--- src/design/kef_pkg.sv ---
// ----------------------------------------------------------------------------
// kef_pkg
// types and constants shared by the keyboard event fifo modules
// ----------------------------------------------------------------------------
`default_nettype none

package kef_pkg;

    localparam int DEPTH_DEFAULT = 10;
    localparam int CODE_W        = 8;
    localparam int EVENT_W       = 9;
    localparam int SCAN_W        = 17;
    localparam int ACTION_W      = 2;
    localparam int COUNT_OUT_W   = 4;
    localparam int APB_ADDR_W    = 3;
    localparam int APB_DATA_W    = 32;

    // register index, taken from paddr word bit 2
    localparam logic REG_IRQ_EN = 1'b0;

    typedef enum logic [ACTION_W-1:0] {
        ACT_KEY   = 2'd0,
        ACT_CLEAR = 2'd1,
        ACT_DEQ   = 2'd2
    } action_t;

    typedef struct packed {
        logic push;
        logic pop;
    } ring_cmd_t;

    typedef struct packed {
        logic empty;
        logic full;
    } ring_stat_t;

endpackage

`default_nettype wire

--- src/design/kef_cfg.sv ---
// ----------------------------------------------------------------------------
// kef_cfg
// apb register port holding the interrupt enable
// ----------------------------------------------------------------------------
`default_nettype none

module kef_cfg
    import kef_pkg::*;
(
    input  wire logic                  clk,
    input  wire logic                  rst_n,
    input  wire logic                  psel,
    input  wire logic                  penable,
    input  wire logic                  pwrite,
    input  wire logic [APB_ADDR_W-1:0] paddr,
    input  wire logic [APB_DATA_W-1:0] pwdata,
    output logic      [APB_DATA_W-1:0] prdata,
    output logic                       pready,
    output logic                       irq_en
);

    logic irq_en_reg;
    logic irq_en_next;
    logic wr_hit;

    assign pready = 1'b1;
    assign wr_hit = psel && penable && pwrite && (paddr[2] == REG_IRQ_EN);

    always_comb
    begin
        irq_en_next = irq_en_reg;
        if (wr_hit)
        begin
            irq_en_next = pwdata[0];
        end
    end

    always_ff @(posedge clk or negedge rst_n)
    begin
        if (!rst_n)
        begin
            irq_en_reg <= 1'b0;
        end
        else
        begin
            irq_en_reg <= irq_en_next;
        end
    end

    // addresses beyond the register read as zero
    assign prdata = (paddr[2] == REG_IRQ_EN) ? {{(APB_DATA_W-1){1'b0}}, irq_en_reg}
                                             : '0;
    assign irq_en = irq_en_reg;

endmodule

`default_nettype wire

--- src/design/kef_ring.sv ---
// ----------------------------------------------------------------------------
// kef_ring
// pending event ring with registered head entry
// ----------------------------------------------------------------------------
`default_nettype none

module kef_ring
    import kef_pkg::*;
#(
    parameter int DEPTH = DEPTH_DEFAULT
)
(
    input  wire logic                           clk,
    input  wire logic                           rst_n,
    input  wire ring_cmd_t                      cmd,
    input  wire logic      [EVENT_W-1:0]        wr_data,
    output logic           [EVENT_W-1:0]        head,
    output logic           [$clog2(DEPTH+1)-1:0] count,
    output ring_stat_t                          stat
);

    localparam int PTR_W = $clog2(DEPTH);
    localparam int CNT_W = $clog2(DEPTH+1);

    logic [EVENT_W-1:0] mem [DEPTH];
    logic [EVENT_W-1:0] head_reg;
    logic [PTR_W-1:0]   wr_ptr_reg;
    logic [PTR_W-1:0]   wr_ptr_next;
    logic [PTR_W-1:0]   rd_ptr_reg;
    logic [PTR_W-1:0]   rd_ptr_next;
    logic [CNT_W-1:0]   count_reg;
    logic [CNT_W-1:0]   count_next;

    always_comb
    begin
        wr_ptr_next = wr_ptr_reg;
        rd_ptr_next = rd_ptr_reg;
        count_next  = count_reg;
        if (cmd.push)
        begin
            wr_ptr_next = (wr_ptr_reg == PTR_W'(DEPTH-1)) ? '0 : wr_ptr_reg + 1'b1;
            count_next  = count_reg + 1'b1;
        end
        else if (cmd.pop)
        begin
            rd_ptr_next = (rd_ptr_reg == PTR_W'(DEPTH-1)) ? '0 : rd_ptr_reg + 1'b1;
            count_next  = count_reg - 1'b1;
        end
    end

    always_ff @(posedge clk or negedge rst_n)
    begin
        if (!rst_n)
        begin
            wr_ptr_reg <= '0;
            rd_ptr_reg <= '0;
            count_reg  <= '0;
        end
        else
        begin
            wr_ptr_reg <= wr_ptr_next;
            rd_ptr_reg <= rd_ptr_next;
            count_reg  <= count_next;
        end
    end

    always_ff @(posedge clk)
    begin
        if (cmd.push)
        begin
            mem[wr_ptr_reg] <= wr_data;
        end
    end

    // prefetch the next oldest entry; bypass a push into an empty ring
    always_ff @(posedge clk)
    begin
        if (cmd.push && (wr_ptr_reg == rd_ptr_next))
        begin
            head_reg <= wr_data;
        end
        else
        begin
            head_reg <= mem[rd_ptr_next];
        end
    end

    assign head       = head_reg;
    assign count      = count_reg;
    assign stat.empty = (count_reg == '0);
    assign stat.full  = (count_reg == CNT_W'(DEPTH));

endmodule

`default_nettype wire

--- src/design/keyboard_event_fifo_core.sv ---
// a transaction goes through the input register, then shows its result with done
// throughput: one transaction per cycle; busy never rises and the receiver cannot stall
// rate set by the single update pass between the input register and the state registers
// reset: flags, pointers, count and scan register clear at once; ring contents are
// undefined until written and are only read once counted
// ----------------------------------------------------------------------------
// keyboard_event_fifo_core
// keyboard scan register, ready flag and ring of pending key events
// ----------------------------------------------------------------------------
`default_nettype none

module keyboard_event_fifo_core
    import kef_pkg::*;
#(
    parameter int QUEUE_DEPTH = DEPTH_DEFAULT
)
(
    input  wire logic                   clk,
    input  wire logic                   rst_n,
    // command side
    input  wire logic                   start,
    output logic                        busy,
    input  wire logic [ACTION_W-1:0]    action,
    input  wire logic [CODE_W-1:0]      key_code,
    input  wire logic                   key_down,
    // result side
    output logic                        done,
    output logic      [SCAN_W-1:0]      scan_word,
    output logic                        ready_res,
    output logic                        irq_pulse,
    output logic      [COUNT_OUT_W-1:0] pending_count,
    output logic                        dropped,
    // register port
    input  wire logic                   psel,
    input  wire logic                   penable,
    input  wire logic                   pwrite,
    input  wire logic [APB_ADDR_W-1:0]  paddr,
    input  wire logic [APB_DATA_W-1:0]  pwdata,
    output logic      [APB_DATA_W-1:0]  prdata,
    output logic                        pready
);

    localparam int CNT_W = $clog2(QUEUE_DEPTH+1);

    // input stage
    logic                stage_vld_reg;
    logic [ACTION_W-1:0] action_reg;
    logic [CODE_W-1:0]   code_reg;
    logic                down_reg;

    // architectural state, which doubles as the result register
    logic [SCAN_W-1:0]   scan_reg;
    logic [SCAN_W-1:0]   scan_next;
    logic                ready_reg;
    logic                ready_next;
    logic                done_reg;
    logic                irq_reg;
    logic                irq_next;
    logic                drop_reg;
    logic                drop_next;

    logic                irq_en;
    logic [EVENT_W-1:0]  kbd_evt;
    logic [EVENT_W-1:0]  ring_head;
    logic [CNT_W-1:0]    ring_count;
    logic [CNT_W+COUNT_OUT_W-1:0] count_ext;
    ring_cmd_t           ring_cmd;
    ring_stat_t          ring_stat;

    // no multi-cycle work, so the block never refuses a transaction
    assign busy = 1'b0;

    always_ff @(posedge clk or negedge rst_n)
    begin
        if (!rst_n)
        begin
            stage_vld_reg <= 1'b0;
        end
        else
        begin
            stage_vld_reg <= start;
        end
    end

    // payload capture, no reset needed
    always_ff @(posedge clk)
    begin
        if (start)
        begin
            action_reg <= action;
            code_reg   <= key_code;
            down_reg   <= key_down;
        end
    end

    // release events carry bit 8
    assign kbd_evt = {~down_reg, code_reg};

    // single update pass for the staged transaction
    always_comb
    begin
        scan_next    = scan_reg;
        ready_next   = ready_reg;
        irq_next     = 1'b0;
        drop_next    = 1'b0;
        ring_cmd     = '0;
        if (stage_vld_reg)
        begin
            case (action_reg)
                ACT_KEY:
                begin
                    if (ready_reg)
                    begin
                        // queue behind the unread word, or lose it when full
                        if (ring_stat.full)
                        begin
                            drop_next = 1'b1;
                        end
                        else
                        begin
                            ring_cmd.push = 1'b1;
                        end
                    end
                    else
                    begin
                        scan_next  = {1'b1, {(SCAN_W-EVENT_W-1){1'b0}}, kbd_evt};
                        ready_next = irq_en;
                        irq_next   = irq_en;
                    end
                end
                ACT_CLEAR:
                begin
                    ready_next = 1'b0;
                end
                ACT_DEQ:
                begin
                    // only moves an event when the scan word has been read
                    if (!ready_reg && !ring_stat.empty)
                    begin
                        ring_cmd.pop = 1'b1;
                        scan_next    = {1'b1, {(SCAN_W-EVENT_W-1){1'b0}}, ring_head};
                        ready_next   = irq_en;
                        irq_next     = irq_en;
                    end
                end
                default:
                begin
                    // unused action code leaves the state alone
                end
            endcase
        end
    end

    always_ff @(posedge clk or negedge rst_n)
    begin
        if (!rst_n)
        begin
            scan_reg  <= '0;
            ready_reg <= 1'b0;
            done_reg  <= 1'b0;
            irq_reg   <= 1'b0;
            drop_reg  <= 1'b0;
        end
        else
        begin
            scan_reg  <= scan_next;
            ready_reg <= ready_next;
            done_reg  <= stage_vld_reg;
            irq_reg   <= irq_next;
            drop_reg  <= drop_next;
        end
    end

    kef_ring #(
        .DEPTH   (QUEUE_DEPTH)
    ) u_ring (
        .clk     (clk),
        .rst_n   (rst_n),
        .cmd     (ring_cmd),
        .wr_data (kbd_evt),
        .head    (ring_head),
        .count   (ring_count),
        .stat    (ring_stat)
    );

    kef_cfg u_cfg (
        .clk     (clk),
        .rst_n   (rst_n),
        .psel    (psel),
        .penable (penable),
        .pwrite  (pwrite),
        .paddr   (paddr),
        .pwdata  (pwdata),
        .prdata  (prdata),
        .pready  (pready),
        .irq_en  (irq_en)
    );

    // state registers update at the same edge as done, so they are the result
    assign count_ext     = (CNT_W+COUNT_OUT_W)'(ring_count);
    assign done          = done_reg;
    assign scan_word     = scan_reg;
    assign ready_res     = ready_reg;
    assign irq_pulse     = irq_reg;
    assign pending_count = count_ext[COUNT_OUT_W-1:0];
    assign dropped       = drop_reg;

endmodule

`default_nettype wire

--- config.mk ---
export PLATFORM = sky130hd
export DESIGN_NAME = keyboard_event_fifo_core
export DESIGN_NICKNAME = d
export VERILOG_FILES = /design/src/design/kef_pkg.sv /design/src/design/kef_cfg.sv /design/src/design/kef_ring.sv /design/src/design/keyboard_event_fifo_core.sv
export SDC_FILE = /design/constraint.sdc
export NUM_CORES = 1
export LEC_CHECK = 0
export BUFFER_PORTS_ARGS = -buffer_cell sky130_fd_sc_hd__buf_2
export CAP_MARGIN = 20
export CORE_ASPECT_RATIO = 0.5
export CORE_MARGIN = 8
export CORE_UTILIZATION = 55
export CTS_CLUSTER_SIZE = 14
export DETAILED_ROUTE_END_ITERATION = 7
export GPL_ROUTABILITY_DRIVEN = 0
export GPL_TIMING_DRIVEN = 0
export PLACE_DENSITY = 0.84
export SYNTH_ARGS = -nofsm -noshare
export SYNTH_HDL_FRONTEND = slang
export SYNTH_SLANG_ARGS = --single-unit
--- constraint.sdc ---
create_clock -name clk -period 3.15 [get_ports clk]
set_clock_uncertainty 0.1 [all_clocks]
set_input_delay 0.1575 -clock clk [delete_from_list [all_inputs] [get_ports clk]]
set_output_delay 0.1575 -clock clk [all_outputs]
set_load 0.02 [all_outputs]
* Yosys cells after proc, flatten, opt, wreduce, memory -nomap -nowiden *
Memories as Yosys holds them, arrays and structs flattened. A register that Yosys moved wholly into a read port is not among the register bits.
Index checks and enable logic that the tools add are counted.

operators by class
  reduce and logical (&&, ||, !) cells = 13
  add/subtract/negate cells = 4
  mux-type cells = 29
  eq/ne operators = 7
  bitwise operators = 2
  $lt $le $gt $ge = 0
  div/mod/pow operators = 0
  shifts and indexed selects = 0
  $mul = 0

operator list
  cell                 count
  $mux 17              2
  $pmux 17 s2          1
  $mux 4               6
  $mux 1               17
  $add 4x1->4 const B  3
  $eq 4x4->1 const B   3
  $logic_and 1x1->1    4
  $logic_not 4->1      1
  $ne 2x2->1 const B   2
  $reduce_and 4->1     1
  $reduce_bool 2->1    2
  $sub 4x1->4 const B  1
  $pmux 1 s3           1
  $reduce_and 3->1     1
  $reduce_bool 3->1    1
  $eq 2x1->1 const B   1
  $eq 2x2->1 const B   1
  $logic_not 1->1      2
  $logic_not 2->1      1
  $mux 2               1
  $not 1->1            2
  $pmux 1 s2           1

word-level totals
  memory bits (read-only) = 0
  logic and storage cells = 69
  memories = 1
  memory bits (writable) = 90
  bits in latches = 0
  flip-flop bits (word level) = 46
  input bits = 52

memories
  memory      words  bits a word  read ports  clocked after memory_dff  write ports  line            RTL
  u_ring.mem  10     9            1           1                         1            kef_ring.sv:25  logic [EVENT_W-1:0] mem [DEPTH];

* Longest topological paths before layout *
Gate-level depths: netlist of run 1.

  depth after elaboration = 8
  depth in mapped cells = 9

* Modules after synthesis *
A second synthesis of run 1 with hierarchy kept.

second synthesis, totals
  cell total of the unflattened synthesis = 375
  area, all modules = 5779.3 sq um

by module, submodules not included
  module                    area an instance (sq um)  sequential area each (sq um)  instances  cells each
  kef_ring                  4316.6                    3083.0                        1          259
  keyboard_event_fifo_core  1161.1                    705.7                         1          78
  kef_cfg                   301.5                     25.0                          1          38

* Worst setup path after synthesis of run 1 *
No wires, ideal clock.

  path type = register to register
  from = reg action_reg[0]
  to = mem u_ring.mem[0][0], enable pin
  stages on the path, launching flop included = 7
  slack = 653 ps
  data arrival time = 2010 ps
  required time = 2663 ps
  period minus slack after synthesis = 2497 ps
  path through = edfxtp_1 inv_1 ha_1 and3_1 nand2_2 or3_1 nor3_1

between the ends
  word-level cells in the longest chain between the ends = 5

ends and longest elaborated chain
  what                          line                             RTL
  start, declared               keyboard_event_fifo_core.sv:47   logic [ACTION_W-1:0] action_reg;
  start signal, assigned        keyboard_event_fifo_core.sv:90   action_reg <= action;
  $logic_not 2->1               keyboard_event_fifo_core.sv:109  case (action_reg)
  $mux 1                        keyboard_event_fifo_core.sv:109
  $mux 2                        keyboard_event_fifo_core.sv:107  if (stage_vld_reg)
  $mux 1                        kef_ring.sv:69                   if (cmd.push)
  $mux 1 (not written as such)  kef_ring.sv:71                   mem[wr_ptr_reg] <= wr_data;
  end, declared                 kef_ring.sv:25

No other way between the ends.

* Worst setup path in the final report of run 1 *
  from = reg action_reg[1]
  to = mem u_ring.mem[3][0], enable pin

The elaborated chain is that of the path after synthesis.

==> impl_metrics.py, run 1 <==
metrics = {
    "yosys": {
        "avgSynthCellArea_um2": 14.7,
        "async_flop_share_pct": 21.1,
        "synth_ff_type": "edfxtp_1",
        "ys_ff_latch": 133,
        "yosys_warnings": 0,
        "synth_cell_type_count": 47,
        "ys_top_cells_by_area": "edfxtp_1 54%, dfrtp_1 12%, mux2i_1 8.2%, buf_4 5.9%, dfxtp_1 1.4%",
        "synth_area_um2": 5610,
        "synth_top_area_share_pct": 54.0,
        "synth_top_cell_by_area": "edfxtp_1",
        "syn_inst": 381,
        "synth_edf_count": 101,
        "seq_area_frac_synth_pct": 67.9,
        "synth_most_common_cell": "edfxtp_1",
        "synth_common_cells": "101 x edfxtp_1, 46 x mux2i_1, 44 x buf_4, 28 x dfrtp_1, 19 x nor2_1",
    },
    "pwr": {
        "clkPwrFrac_pct": 34.7,
        "p_seq_share_pct": 40.0,
        "p_int_mw": 3.91,
        "vdd_drop_max_uv": 672,
        "p_leak_nw": 2.79,
        "power_density_nw_per_um2": 823,
        "switching_share_pct": 30.9,
        "p_sw_mw": 1.75,
        "comb_power_share_pct": 25.4,
    },
    "finish": {
        "nets": 552,
        "utilization_pct": 68.5,
        "multi_input_area_um2": 1540,
        "largest_reg_flops": 90,
        "seq_area_um2": 3810,
        "syn_to_final_growth_pct": 22.7,
        "drive_above_1_share_pct": 24.9,
        "fillers": 646,
        "final_area_um2": 6890,
    },
    "clock_network": {
        "numClockSinks": 133,
        "cts_setup_buffers": 0,
        "cts_root_buf": "clkbuf_16",
        "cts_made_buffers": 17,
        "tritoncts": "built",
        "clockBufferDepth": 2,
        "path_clk_slew_ns": 0.06,
        "insertion_delay_ns": 0.42,
        "htree_levels": 4,
    },
    "global_routing": {
        "grt_pass1_wl_um": 18700,
        "grt_pass1_vias": 3604,
        "grt.overflow.total": 0,
        "grt_usage_pct": 17.9,
        "grt_max_degree": 29,
        "antenna_found_initial": 1,
    },
    "critical_path": {
        "crit_fanout": 11,
        "worst-setup-path-type": "flop to flop",
        "start_kind": "flop",
        "critical_path_arrival_ns": 2.68,
        "worstSetupEndpointType": "flop",
        "worstPathRequired_ns": 3.09,
    },
    "placed_design": {
        "dp_hpwl_um": 7690,
        "numPortBuffers": 37,
        "placed_area_um2": 6140,
    },
    "floorplan": {
        "fp.dieW_um": 159,
        "initial_core_util_pct": 55.8,
        "row_count": 26,
        "io-pin-count": 111,
        "die_area_um2": 13900,
        "core_area_um2": 10100,
        "die_h_um": 87.4,
    },
    "routing": {
        "wl_um": 12100,
        "vias": 3504,
        "drt-wirelength-per-cell_um": 18.8,
        "dr.pass1.iters": 5,
        "drtAntennaViolNets": 0,
        "via_per_inst": 5.42,
        "first_iter_violations": 283,
        "post-route-drc-count": 0,
    },
    "sta": {
        "min_period_ns": 2.74,
        "setup_viol": 0,
        "min_period_over_period_pct": 86.9,
        "worstMarginPinSlew_ns": 0.996,
        "relSlewSlack_pct": 33.4,
        "slew_violations": 0,
        "rsz0062_at_grt": "no",
        "fmax_mhz": 365,
        "final_hold_viol_count": 0,
        "finalSetupTns_ns": 0,
    },
    "run_status": {
        "status": "finished clean",
    },
    "min_path": {
        "min_path_type": "input pin to async pin",
    },
    "run": {
        "maxCapViolCount": 0,
    },
}
## critical path: stages (launching register included)
cell      delay, ns
edfxtp_1       0.42
inv_1          0.08
ha_1           0.18
and3_1         0.21
nand2_2        0.18
or3_1          0.41
nor2_1         0.77
## kinds of logic after synthesis
group	share of synthesized area, %
AOI/OAI and AO/OA	7.47
xor gates and xnor gates	1.09
adders and majority gates	1.47
buffers and inverters	7.27
DFF	67.9
muxes	8.81
other	0.134
and+or+nand+nor	5.82
## cell type report
cell class	count	area share [%]
Sequential cell	133	55.4
Inverter	7	0.382
Multi-Input combinational cell	224	22.4
Buffer	55	5.54
Tap cell	140	2.54
Clock buffer	19	6.29
Clock inverter	12	2.25
Timing Repair Buffer	56	5.20
Antenna cell	1	0.0363
## final timing paths
kind                               startpoint          endpoint  slack [ns]  cells past startpoint
worst max-delay path            action_reg[1]  u_ring.mem[3][0]        0.41                      6
worst min-delay path                    rst_n      scan_word[4]        0.22                      2
worst max register to register  action_reg[1]  u_ring.mem[3][0]        0.41                      6
worst min register to register  stage_vld_reg              done        0.34                      0
max in group asynchronous               rst_n      scan_word[1]        2.28                      2
min in group clk                stage_vld_reg              done        0.34                      0
## stage by stage
step / setup slack (ns) / instances / power (mW) / hold slack (ns)
3_5_place_dp: 0.449 / 600 / 3.69 / 0.144
5_1_grt: 0.281 / 647 / 5.89 / 0.292
6_report: 0.412 / 647 / 5.66 / 0.221
3_3_place_gp: 0.154 / 596 / 3.62 / 0.141
2_1_floorplan: 0.653 / 419 / 3.28 / -0.238
4_1_cts: 0.436 / 646 / 5.67 / 0.243
## cells in the final DEF, fill, tap and decap left out, drive strengths merged, types with 5 or more instances in the layout
master / instances
o22ai: 9
o31ai: 9
nor2b: 7
o21ai: 11
edfxtp: 101
clkbuf: 24
buf: 91
mux2i: 46
xor2: 5
ha: 5
nor2: 19
nand2: 16
conb: 40
inv: 9
a22oi: 9
dlygate4sd3: 15
a221oi: 9
dfrtp: 28
## repair_timing
action	4_1_cts	5_1_grt
gates resized for setup	0	0
endpoints found under the hold margin	41	0
hold buffers	15	0
## power by group through the flow
stage          Sequential (mW)  Combinational [mW]  Clock [mW]
2_1_floorplan             2.36               0.927           0
3_3_place_gp              2.28                1.35           0
3_5_place_dp              2.30                1.40           0
4_1_cts                   2.26                1.43        1.98
5_1_grt                   2.29                1.55        2.05
6_report                  2.26                1.44        1.96
## routing by layer
layer	wire length, um	track usage [%]	up-vias
met5	0	0	-
met4	374	10.4	0
met3	1230	6.51	36
met2	5650	29.4	211
met1	4890	20.3	1684
li1	-	-	1573
No activity file was read; power rests on OpenSTA's default activity.
==> run 2: changes to the inputs <==
--- a/config.mk
+++ b/config.mk
@@ -5,6 +5,7 @@
 export SDC_FILE = /design/constraint.sdc
 export NUM_CORES = 1
 export LEC_CHECK = 0
+export ABC_AREA = 1
 export BUFFER_PORTS_ARGS = -buffer_cell sky130_fd_sc_hd__buf_2
 export CAP_MARGIN = 20
 export CORE_ASPECT_RATIO = 0.5
@@ -14,7 +15,7 @@
 export DETAILED_ROUTE_END_ITERATION = 7
 export GPL_ROUTABILITY_DRIVEN = 0
 export GPL_TIMING_DRIVEN = 0
-export PLACE_DENSITY = 0.84
+export PLACE_DENSITY = 0.83
 export SYNTH_ARGS = -nofsm -noshare
 export SYNTH_HDL_FRONTEND = slang
 export SYNTH_SLANG_ARGS = --single-unit
==> run 2 against run 1 <==
Effect of this change: power is 7.5% higher; design area increased by 6.3%; non-clock buffer count down 1; combinational power up 24%; largest cell class unchanged; hold slack worse by 0.026 ns; via count increased by 29%.
==> impl_metrics.py, run 2 <==
metrics = {
    "floorplan": {
        "die_area_um2": 14800,
        "core_area_um2": 10800,
        "fp.dieW_um": 164,
        "initial_core_util_pct": 55.8,
        "die_h_um": 90.1,
        "row_count": 27,
        "io-pin-count": 111,
    },
    "global_routing": {
        "grt_pass1_vias": 4504,
        "grt_usage_pct": 20.1,
        "antenna_found_initial": 0,
        "grt_max_degree": 29,
        "grt.overflow.total": 0,
        "grt_pass1_wl_um": 23100,
    },
    "sta": {
        "slew_violations": 0,
        "fmax_mhz": 388,
        "finalSetupTns_ns": 0,
        "rsz0062_at_grt": "no",
        "setup_viol": 0,
        "worstMarginPinSlew_ns": 1.06,
        "final_hold_viol_count": 0,
        "relSlewSlack_pct": 28.9,
        "min_period_over_period_pct": 81.8,
        "setup_ws_ns": 0.573,
        "min_period_ns": 2.58,
    },
    "pwr": {
        "p_sw_mw": 2.12,
        "p_seq_share_pct": 37.2,
        "p_int_mw": 3.97,
        "p_total_mw": 6.09,
        "clkPwrFrac_pct": 33.3,
        "switching_share_pct": 34.9,
        "power_density_nw_per_um2": 832,
        "comb_power_share_pct": 29.4,
        "p_leak_nw": 3.40,
        "vdd_drop_max_uv": 725,
    },
    "yosys": {
        "synth_common_cells": "175 x nand2_1, 101 x edfxtp_1, 72 x inv_1, 61 x nand3_1, 47 x buf_4",
        "seq_area_frac_synth_pct": 63.1,
        "synth_area_um2": 6050,
        "synth_ff_type": "edfxtp_1",
        "synth_top_area_share_pct": 50.2,
        "ys_top_cells_by_area": "edfxtp_1 50%, dfrtp_1 12%, nand2_1 11%, buf_4 5.8%, nand3_1 5.0%",
        "async_flop_share_pct": 21.1,
        "synth_cell_type_count": 36,
        "synth_top_cell_by_area": "edfxtp_1",
        "syn_inst": 594,
        "synth_most_common_cell": "nand2_1",
        "ys_ff_latch": 133,
        "avgSynthCellArea_um2": 10.2,
        "yosys_warnings": 0,
        "synth_edf_count": 101,
    },
    "routing": {
        "drtAntennaViolNets": 0,
        "drt-wirelength-per-cell_um": 17.1,
        "post-route-drc-count": 0,
        "via_per_inst": 5.26,
        "first_iter_violations": 673,
        "dr.pass1.iters": 5,
        "wl_um": 14700,
        "vias": 4533,
    },
    "placed_design": {
        "dp_slack_ns": 0.706,
        "placed_area_um2": 6560,
        "dp_hpwl_um": 9040,
        "numPortBuffers": 37,
    },
    "finish": {
        "layout_commonest_cell": "nand2_1",
        "nets": 762,
        "final_area_um2": 7320,
        "layout_common_cells": "175 x nand2_1, 101 x edfxtp_1, 72 x inv_1",
        "insertedDiodeCount": 0,
        "multi_input_area_um2": 1660,
        "fillers": 704,
        "largest_reg_flops": 90,
        "syn_to_final_growth_pct": 21.0,
        "utilization_pct": 67.5,
        "seq_area_um2": 3810,
        "drive_above_1_share_pct": 19.0,
    },
    "critical_path": {
        "max_stage_delay_ns": 0.81,
        "cp_slowest_cell": "nor2_1",
        "cp.buffers_inverters": 2,
        "critical_path_arrival_ns": 2.51,
        "crit_fanout": 12,
        "path_cells": "inv_1 -> ha_1 -> nand4_4 -> inv_2 -> nand2_1 -> nor2_1",
        "worstSetupEndpointType": "flop",
        "worstPathRequired_ns": 3.09,
        "crit_family": "simple AND/OR/NAND/NOR gates",
        "start_kind": "flop",
        "worst-setup-path-type": "flop to flop",
    },
    "clock_network": {
        "tritoncts": "built",
        "insertion_delay_ns": 0.42,
        "cts_root_buf": "clkbuf_16",
        "ctsResizeCount": 0,
        "cts_made_buffers": 17,
        "numClockSinks": 133,
        "path_clk_slew_ns": 0.06,
        "clockBufferDepth": 2,
        "htree_levels": 4,
    },
    "run_status": {
        "status": "finished clean",
    },
    "min_path": {
        "min_path_type": "input pin to async pin",
    },
    "run": {
        "maxCapViolCount": 0,
    },
}
-- run 2: cells by family (layout without fill, tap and decap cells) --
kind of cell             after synthesis  after routing  synth area share, %
other                                  2             40                0.124
flip-flops                           133            133                 63.1
AO/OA/AOI/OAI                         23             23                 2.03
AND/OR/NAND/NOR                      287            287                 20.5
adder cells (fa/ha/maj)                6              6                 1.37
buffers and inverters                136            221                 11.9
XOR/XNOR                               7              7                 1.01
-- run 2: power by group through the flow --
stage	registers [mW]	logic [mW]	clock network [mW]
after floorplan	2.34	1.11	0
after global placement	2.27	1.63	0
after detailed placement	2.28	1.68	0
after CTS	2.26	1.75	2.01
after global routing	2.29	1.95	2.10
final	2.27	1.79	2.03
-- run 2: area by class of cell --
class	count	share of cell area [%]
inverters	79	4.09
well taps	145	2.48
clock inverters	10	1.74
multi-input cells	363	22.6
flip-flops and latches	133	52.1
clock buffers	22	6.48
plain buffers	57	5.76
repair buffers	53	4.69
-- run 2: stage by stage --
stage / instances / hold WS [ns]
finish: 862 / 0.196
global route: 862 / 0.260
global placement: 814 / 0.110
CTS: 862 / 0.203
floorplan: 632 / -0.238
detailed placement: 815 / 0.107
-- run 2: routing by layer --
metal  vias to the layer above  wire length [um]  global-route usage, %
met1                      2094              5460                   24.5
li1                       2053                 -                      -
met3                        55              1950                   5.96
met4                         0               466                   9.55
met5                         -                 0                      0
met2                       331              6870                   32.3
-- run 2: worst register-to-register path, delay by kind of cell, from the launching register on --
| family | cells | cell delay [ns] |
|---|---|---|
| fa+ha+maj | 1 | 0.27 |
| flops | 1 | 0.41 |
| buf+inv | 2 | 0.24 |
| simple gates | 3 | 1.16 |
-- run 2: worst paths after layout --
| check | to | cells past startpoint | slack [ns] | startpoint |
|---|---|---|---|---|
| hold / removal | scan_word[3] | 2 | 0.20 | rst_n |
| max in group asynchronous | u_ring.wr_ptr_reg[1] | 2 | 2.33 | rst_n |
| setup / recovery | u_ring.mem[4][7] | 6 | 0.57 | action_reg[1] |
| setup reg to reg | u_ring.mem[4][7] | 6 | 0.57 | action_reg[1] |
| hold reg to reg | scan_word[16] | 2 | 0.37 | scan_word[16] |
| min in group clk | action_reg[0] | 2 | 0.35 | action[0] |
-- run 2: what timing repair did --
item,CTS,global route
endpoints found under the setup margin,0,0
setup buffers,0,0
hold buffers,15,0
endpoints found under the hold margin,41,0
